<file path="config.mk">
export PLATFORM = sky130hd
export DESIGN_NAME = pbcr_col_divider
export DESIGN_NICKNAME = d
export VERILOG_FILES = /design/src/design/pbcr_pkg.sv /design/src/design/pbcr_col_divider.sv
export SDC_FILE = /design/constraint.sdc
export NUM_CORES = 1
export LEC_CHECK = 0
export BUFFER_PORTS_ARGS = -buffer_cell sky130_fd_sc_hd__buf_2
export CAP_MARGIN = 30
export CELL_PAD_IN_SITES_DETAIL_PLACEMENT = 1
export CELL_PAD_IN_SITES_GLOBAL_PLACEMENT = 2
export CORE_UTILIZATION = 38
export DETAILED_ROUTE_END_ITERATION = 12
export GPL_TIMING_DRIVEN = 1
export PLACE_DENSITY = 0.9
export REMOVE_ABC_BUFFERS = 1
export SETUP_SLACK_MARGIN = 0.3
export SLEW_MARGIN = 15
export SYNTH_ARGS = -nofsm -noshare
export SYNTH_HDL_FRONTEND = slang
export SYNTH_SLANG_ARGS = --single-unit
</file>
<file path="constraint.sdc">
create_clock -name clock -period 3.4 [get_ports clock]
set_input_delay 0.17 -clock clock [delete_from_list [all_inputs] [get_ports clock]]
set_output_delay 0.17 -clock clock [all_outputs]
set_load 0.02 [all_outputs]
</file>
<file path="src/design/pbcr_pkg.sv">
// Shared constants, opcodes and types of the blade column renderer.
package pbcr_pkg;

   localparam int IMAGE_COLUMNS = 128;
   localparam int IMAGE_ROWS    = 36;
   localparam int ARM_LEDS      = 36;

   localparam int IMG_PIXELS = IMAGE_COLUMNS * IMAGE_ROWS;
   localparam int IMG_BYTES  = IMG_PIXELS * 3;
   localparam int LIT_COUNT  = (IMAGE_ROWS < ARM_LEDS) ? IMAGE_ROWS : ARM_LEDS;

   localparam int PIX_AW    = $clog2(2 * IMG_PIXELS);
   localparam int COL_W     = $clog2(IMAGE_COLUMNS);
   localparam int ROW_W     = (IMAGE_ROWS > 1) ? $clog2(IMAGE_ROWS) : 1;
   localparam int LED_W     = (ARM_LEDS > 1) ? $clog2(ARM_LEDS) : 1;
   localparam int PERIOD_W  = 24;
   localparam int ELAPSED_W = 48;
   localparam int BYTE_AW   = 14;
   localparam int PIXEL_W   = 24;

   // Fixed-point reciprocal of three; exact floor for byte addresses below 32768.
   localparam int RECIP3 = 21846;

   localparam logic [1:0] OP_WRITE      = 2'd0;
   localparam logic [1:0] OP_COMMIT     = 2'd1;
   localparam logic [1:0] OP_INVALIDATE = 2'd2;
   localparam logic [1:0] OP_RENDER     = 2'd3;

   localparam logic [1:0] CSR_STRIP_ENABLE = 2'd0;
   localparam logic [1:0] CSR_BRIGHTNESS   = 2'd1;
   localparam logic [1:0] CSR_PERIOD       = 2'd2;

   typedef struct packed {
      logic             done;
      logic [COL_W-1:0] col_a;
      logic [COL_W-1:0] col_b;
   } div_status_type;

   typedef struct packed {
      logic              en;
      logic [PIX_AW-1:0] addr_a;
      logic [PIX_AW-1:0] addr_b;
   } ram_read_type;

endpackage

</file>
<file path="src/design/pbcr_col_divider.sv">
// Shared restoring divider that turns elapsed time into the two blade columns.
module pbcr_col_divider
   import pbcr_pkg::*;
(
   input  logic                 clock,
   input  logic                 reset,
   input  logic                 start,
   input  logic [PERIOD_W-1:0]  period,
   input  logic [ELAPSED_W-1:0] elapsed,
   output div_status_type       status
);

   localparam int P2_W  = PERIOD_W + COL_W;
   localparam int CNT_W = $clog2(ELAPSED_W);
   localparam logic [COL_W:0] COLS_X  = (COL_W + 1)'(IMAGE_COLUMNS);
   localparam logic [COL_W:0] HALF_X  = (COL_W + 1)'(IMAGE_COLUMNS / 2);
   localparam logic [COL_W:0] LAST_X  = (COL_W + 1)'(IMAGE_COLUMNS - 1);

   logic                 busy_ff, busy_in;
   logic                 phase_ff, phase_in;
   logic                 done_ff, done_in;
   logic [CNT_W-1:0]     count_ff, count_in;
   logic [PERIOD_W:0]    rem_ff, rem_in;
   logic [ELAPSED_W-1:0] dvd_ff, dvd_in;
   logic [COL_W-1:0]     quo_ff, quo_in;
   logic [PERIOD_W-1:0]  period_ff, period_in;
   logic [COL_W-1:0]     col_a_ff, col_a_in;
   logic [COL_W-1:0]     col_b_ff, col_b_in;

   logic [PERIOD_W:0]    rem_shift;
   logic                 ge;
   logic [PERIOD_W:0]    rem_step;
   logic [P2_W-1:0]      scaled;
   logic [COL_W:0]       col_clamp;
   logic [COL_W:0]       col_sum;

   // One restoring step per cycle: shift in the next dividend bit, subtract if it fits.
   always_comb begin
      rem_shift = {rem_ff[PERIOD_W-1:0], dvd_ff[ELAPSED_W-1]};
      ge        = rem_shift >= {1'b0, period_ff};
      rem_step  = ge ? (rem_shift - {1'b0, period_ff}) : rem_shift;
      scaled    = P2_W'(rem_step[PERIOD_W-1:0]) * P2_W'(IMAGE_COLUMNS);
      col_clamp = {1'b0, quo_ff[COL_W-2:0], ge};
      if (col_clamp >= COLS_X) begin
         col_clamp = LAST_X;
      end
      col_sum = col_clamp + HALF_X;
      if (col_sum >= COLS_X) begin
         col_sum = col_sum - COLS_X;
      end
   end

   always_comb begin
      busy_in   = busy_ff;
      phase_in  = phase_ff;
      done_in   = 1'b0;
      count_in  = count_ff;
      rem_in    = rem_ff;
      dvd_in    = dvd_ff;
      quo_in    = COL_W'({quo_ff, ge});
      period_in = period_ff;
      col_a_in  = col_a_ff;
      col_b_in  = col_b_ff;
      if (!busy_ff) begin
         quo_in = quo_ff;
         if (start) begin
            busy_in   = 1'b1;
            phase_in  = 1'b0;
            count_in  = CNT_W'(ELAPSED_W - 1);
            rem_in    = '0;
            dvd_in    = elapsed;
            period_in = (period == '0) ? PERIOD_W'(1) : period;
         end
      end else begin
         rem_in = rem_step;
         dvd_in = {dvd_ff[ELAPSED_W-2:0], 1'b0};
         if (count_ff == '0) begin
            if (!phase_ff) begin
               // The remainder is the position within the turn; scale it by the column count.
               phase_in = 1'b1;
               count_in = CNT_W'(P2_W - 1);
               rem_in   = '0;
               dvd_in   = ELAPSED_W'(scaled) << (ELAPSED_W - P2_W);
               quo_in   = '0;
            end else begin
               busy_in  = 1'b0;
               done_in  = 1'b1;
               col_a_in = col_clamp[COL_W-1:0];
               col_b_in = col_sum[COL_W-1:0];
            end
         end else begin
            count_in = count_ff - CNT_W'(1);
         end
      end
   end

   always_ff @(posedge clock) begin
      if (reset) begin
         busy_ff <= 1'b0;
         done_ff <= 1'b0;
      end else begin
         busy_ff <= busy_in;
         done_ff <= done_in;
      end
      phase_ff  <= phase_in;
      count_ff  <= count_in;
      rem_ff    <= rem_in;
      dvd_ff    <= dvd_in;
      quo_ff    <= quo_in;
      period_ff <= period_in;
      col_a_ff  <= col_a_in;
      col_b_ff  <= col_b_in;
   end

   assign status.done  = done_ff;
   assign status.col_a = col_a_ff;
   assign status.col_b = col_b_ff;

endmodule

</file>
# [Yosys cells after proc, flatten, opt, wreduce, memory -nomap -nowiden]
# Index checks and enable logic that the tools add are counted.
[totals] regBits=125 in_bits=75 output_inout_bits=15 word_cells=52
[op_classes] addsub=4 order_cmp=2 eq_ne=2 muxes=24 n_bitwise=2 n_reduce_logical=8
[op_table] op="48-bit two-way mux" count=4
[op_table] op="24-bit two-way mux" count=5
[op_table] op="6-bit two-way mux" count=6
[op_table] op="25-bit by 24-bit >= comparator with 1-bit output" count=1
[op_table] op="24-bit logical NOT" count=1
[op_table] op="24-bit subtractor" count=1
[op_table] op="7-bit by 7-bit adder with 8-bit output, second input constant" count=1
[op_table] op="8-bit >= comparator, second input constant" count=1
[op_table] op="1-bit two-way mux" count=8
[op_table] op="7-bit two-way mux" count=1
[op_table] op="7-bit by 1-bit subtractor with 7-bit output, second input constant" count=1
[op_table] op="6-bit logical NOT" count=1
[op_table] op="2-bit AND reduction" count=3
[op_table] op="6-bit by 1-bit subtractor with 6-bit output, second input constant" count=1
[op_table] op="3-bit != test, second input constant" count=1
[op_table] op="3-bit AND reduction" count=1
[op_table] op="3-bit OR reduction" count=1
[op_table] op="2-bit by 1-bit != test with 1-bit output, second input constant" count=1
[op_table] op="1-bit inverter" count=2
[op_table] op="2-bit nonzero test" count=1

# [Depth between registers and ports, before layout]
[depth] ltp_word=5 mapped_depth=13 mapped_depth_nobuf=12

# [Worst setup path after synthesis]
# OpenSTA, ideal clock, no wires.
[synth_timing] path_kind="reg2reg" startpoint="register rem_ff[19]" endpoint="register dvd_ff[46] (data pin)" setup_time_ns=0.269 t_arrival_ns=2.394 t_required_ns=3.131 setup_slack_ns=0.737 stages_incl_launch_ff=12 path_buffers=1 synth_period_minus_slack_ns=2.663 cell_sequence="edfxtp_1 > ha_1 > a21oi_2 > o21ai_2 > or3_1 > or3_1 > nand2_1 > o21a_4 > inv_4 > buf_6 > mux2i_2 > o221ai_2"
[synth_between] elab_chain_cells=5 elab_cells_between_ends=6 classes_between="add/sub (1); order compare (1); mux (4)"
[synth_rtl] element="start, declared" line="pbcr_col_divider.sv:23" text="logic [PERIOD_W:0] rem_ff, rem_in;"
[synth_rtl] element="start signal, assigned" line="pbcr_col_divider.sv:107" text="rem_ff <= rem_in;"
[synth_rtl] element="24-bit subtractor or 25-bit by 24-bit >= comparator with 1-bit output (tied branches)" line="pbcr_col_divider.sv:41, pbcr_col_divider.sv:40"
[synth_rtl] element="24-bit two-way mux *" line="pbcr_col_divider.sv:41" text="rem_step = ge ? (rem_shift - {1'b0, period_ff}) : rem_shift;"
[synth_rtl] element="48-bit two-way mux *" line="pbcr_col_divider.sv:78" text="if (!phase_ff) begin"
[synth_rtl] element="48-bit two-way mux *" line="pbcr_col_divider.sv:77" text="if (count_ff == '0) begin"
[synth_rtl] element="48-bit two-way mux *" line="pbcr_col_divider.sv:64" text="if (!busy_ff) begin"
[synth_rtl] element="net dvd_in[46]" line="pbcr_col_divider.sv:24" text="logic [ELAPSED_W-1:0] dvd_ff, dvd_in;"
[synth_rtl] element="end signal, assigned" line="pbcr_col_divider.sv:108" text="dvd_ff <= dvd_in;"
[synth_rtl] element="end, declared" line="pbcr_col_divider.sv:24"
# Mark *: on every way through the listed nets, which the timed path passes. The rest lies on a longest branch.
# A chain may end at the register's enable or synchronous reset.

# [Worst setup path in the final report]
[layout_timing] startpoint="register rem_ff[17]" endpoint="register dvd_ff[44] (data pin)"
# Same word-level chain as after synthesis.

==> impl_metrics.yaml <==
layout:
  design.final.nets: 792
  drive_above_1_share_pct: 22.73
  antenna-diode-count: 0
  non_filler_cells_in_the_finished_layout: 924
  area.growth.synth_to_final_pct: 21.76
  finish.utilization_pct: 47.67
  design_area_sq_um: 7961
  number_of_inserted_filler_cells_in_the_final_layout: 1847
floorplanning:
  coreArea_sq_um: 16700
  fp-row-count: 47
  fp.dieH_um: 133.2
  die_area_sq_um: 17740
  floorplan.initialDensity_pct: 39.15
  chipWidth_um: 133.2
  floorplan.io_pins: 90
clocking:
  tritoncts_num_sinks: 119
  clk_root_buffer_cell: "clkbuf_16"
  clock_tree.htree_level_count: 4
  clkTransAtPathRegs_ps: 60
  clock_insertion_delay_worst_skew_ps: 420
  cts_buffer_depth: 2
  tritoncts.num_buffers: 17
  tritoncts: "done"
placed_design:
  io_buffer_count: 89
  placed_cells_incl_taps: 867
  hpwl_um: 11890
  placed_area_sq_um: 7081
  gpl_congestion: 0.8352
logic_synthesis:
  syn_avg_cell_area_sq_um: 10.84
  synth_commonest_cells: "117 x edfxtp_1, 49 x nand2_1, 45 x nor2_1"
  synth_flop_cell: "edfxtp_1"
  share_of_synthesized_flip_flops_with_an_asynchronous_set_or_reset_pct: 0
  synth.most_common_cell: "edfxtp_1"
  synthCells: 603
  synth-seq-area-share_pct: 54.34
  yosys_warnings: 0
  yosys.area.top_type: "edfxtp_1"
  synth_edf_count: 117
  synth_top_area_share_pct: 53.73
  netlist_top_cells_area: "edfxtp_1 54%, ha_1 4.8%, mux2i_1 3.4%"
  ys_seq_elements: 119
  netlist-cell-type-count: 57
  synth.cell_area_sq_um: 6539
grt:
  largest_net_degree_at_the_start_of_global_routing: 49
  globalRouteTotalUtil_pct: 19.88
  vias_in_the_first_global_route: 5235
  grt_first_pass_wirelength_um: 26860
  grt_remaining_overflow: 0
  grt_antenna_before_repair: 0
power:
  clockPowerShare_pct: 38.2
  intPower_mw: 3.289
  power_switching_share_pct: 29.03
  p_leak_nw: 3.231
  vdd.ir_drop.worst_v: 0.0003960
  power.density_nw_per_um2: 582.2
  switchingPower_mw: 1.346
  power.combinational.fraction_pct: 21.8
  sequential_share_of_power_pct: 40.0
sta:
  fin_skew_ps: 12.80
  finalSetupViolations: 0
  tightest_slew_ps: 676.0
  min_period_ps: 2987
  rsz0062_at_grt: "no"
  slew_headroom_pct: 54.65
  fin_max_slew_vios: 0
  hold_ws_ps: 22.14
  max_freq_ghz: 0.3348
  final_clock_period_utilization_by_the_worst_path_pct: 87.84
  timing.final.hold_violations: 0
worst_setup_path:
  critPathMaxStageDelay_ps: 460
  worst_path_max_delay_cell: "ha_1"
  cp_max_fo: 24
  crit_path_cell_trace: "ha_1 -> a21oi_2 -> o21ai_2 -> or3_1 -> or3_1 -> nand2_1 -> o21a_4 -> inv_6 -> mux2i_2 -> o221ai_1"
  worst-setup-path-type: "reg2reg"
  worst-endpoint-required_ps: 3520
  cp-end-kind: "flop"
  worst_ep_arrival_time_ps: 3100
  cp_top_family: "simple AND/OR/NAND/NOR gates"
  critPathMostFrequentCell: "or3_1"
  worstSetupStartpointType: "flop"
  cp.buffers_inverters: 1
drt:
  routed_wirelength_um: 16740
  count_of_nets_left_with_antenna_violations_after_detail_routing: 0
  per_cell_via_count_in_the_routed_design: 5.354
  drc: 0
  iteration_0_drc_markers: 292
  wire_per_inst_um: 18.11
  drt_pre_antenna_iters: 4
  route.vias.total: 4947
min_path:
  hold_class: "in2reg"
run_status:
  outcome: "complete, no violations"
run:
  drv.max_cap_violation_count: 0
placed cells by master (no fill, tap or decap), drive strengths merged, types with 11 or more instances in the layout:
master       count
buf            101
nand3           13
o2bb2ai         24
ha              25
or3             11
a21oi           45
inv             43
mux2i           23
and3            19
o21ai           31
nand2           49
nor2            45
xnor2           15
dlygate4sd3     24
clkbuf          17
edfxtp         117
cells by family (layout without fill, tap and decap cells):
| group | Yosys count | count (layout) | synth area share, % |
|---|---|---|---|
| XOR/XNOR | 19 | 19 | 2.545 |
| adder cells (fa/ha/maj) | 26 | 26 | 5.090 |
| buffers and inverters | 96 | 197 | 6.429 |
| multiplexers | 26 | 26 | 4.152 |
| flip-flops | 119 | 119 | 54.34 |
| AND/OR/NAND/NOR | 180 | 180 | 13.41 |
| AO/OA/AOI/OAI | 137 | 137 | 14.03 |
state kept, by name (all words and copies together), names as in the netlist:
| name | flops |
|---|---|
| col_a_ff | 7 |
| done_ff | 1 |
| count_ff | 6 |
| rem_ff | 24 |
| quo_ff | 6 |
| period_ff | 24 |
| dvd_ff | 48 |
| col_b_ff | 1 |
| busy_ff | 1 |
| phase_ff | 1 |
power by group through the flow:
stage / registers [mW] / logic (mW) / clock network, mW
final: 1.85 / 1.01 / 1.77
after global routing: 1.87 / 1.12 / 1.86
after detailed placement: 1.88 / 0.952 / 0
after global placement: 1.88 / 0.927 / 0
after CTS: 1.86 / 0.991 / 1.80
after floorplan: 1.86 / 0.679 / 0
worst register-to-register path, cell delays in order (launching register included):
cell	delay [ps]
edfxtp_1	400
ha_1	460
a21oi_2	200
o21ai_2	90
or3_1	370
or3_1	350
nand2_1	100
o21a_4	160
inv_6	110
mux2i_2	260
o221ai_1	190
worst paths after layout:
| path | startpoint | to | slack (ps) | cells after the start |
|---|---|---|---|---|
| max | rem_ff[17]$_SDFFCE_PN0P_ | dvd_ff[44]$_DFFE_PP_ | 410 | 10 |
| min | elapsed[11] | dvd_ff[11]$_DFFE_PP_ | 20 | 2 |
| max reg2reg | rem_ff[17]$_SDFFCE_PN0P_ | dvd_ff[44]$_DFFE_PP_ | 410 | 10 |
| min reg2reg | quo_ff[0]$_DFFE_PP_ | col_a_ff[1]$_DFFE_PP_ | 450 | 0 |
layout make-up:
type / count / area (sq um) / area share [%]
sequential: 119 / 3555 / 44.65
clock inverter: 15 / 150.1 / 1.886
multi-input combinational: 388 / 2625 / 32.97
inverter: 40 / 155.1 / 1.949
tap: 220 / 275.3 / 3.457
clock buffer: 17 / 425.4 / 5.343
timing repair buffer: 125 / 775.7 / 9.744
routing by layer:
metal  wire [um]  vias to the layer above  GRT usage (%)
met5           0                        -              0
met4         346                        0          9.217
met3         629                       23          3.919
met2        8344                      105          33.28
met1        7415                     2452          24.83
li1            -                     2367              -
per-stage QoR:
step	setup TNS [ps]	power [mW]	setup slack (ps)
6_report	0	4.635	413.3
5_1_grt	0	4.847	307.5
4_1_cts	0	4.649	309.9
3_5_place_dp	0	2.836	231.2
3_3_place_gp	0	2.805	254.1
2_1_floorplan	-179.2	2.540	-35.85
repair_timing:
action / 4_1_cts / 5_1_grt
endpoints found under the hold margin: 25 / 0
hold buffers: 24 / 0
pin swaps: 0 / 3
setup buffers: 0 / 1
gates resized for setup: 2 / 11
endpoints found under the setup margin: 3 / 39
(Power assumes the default switching activity.)
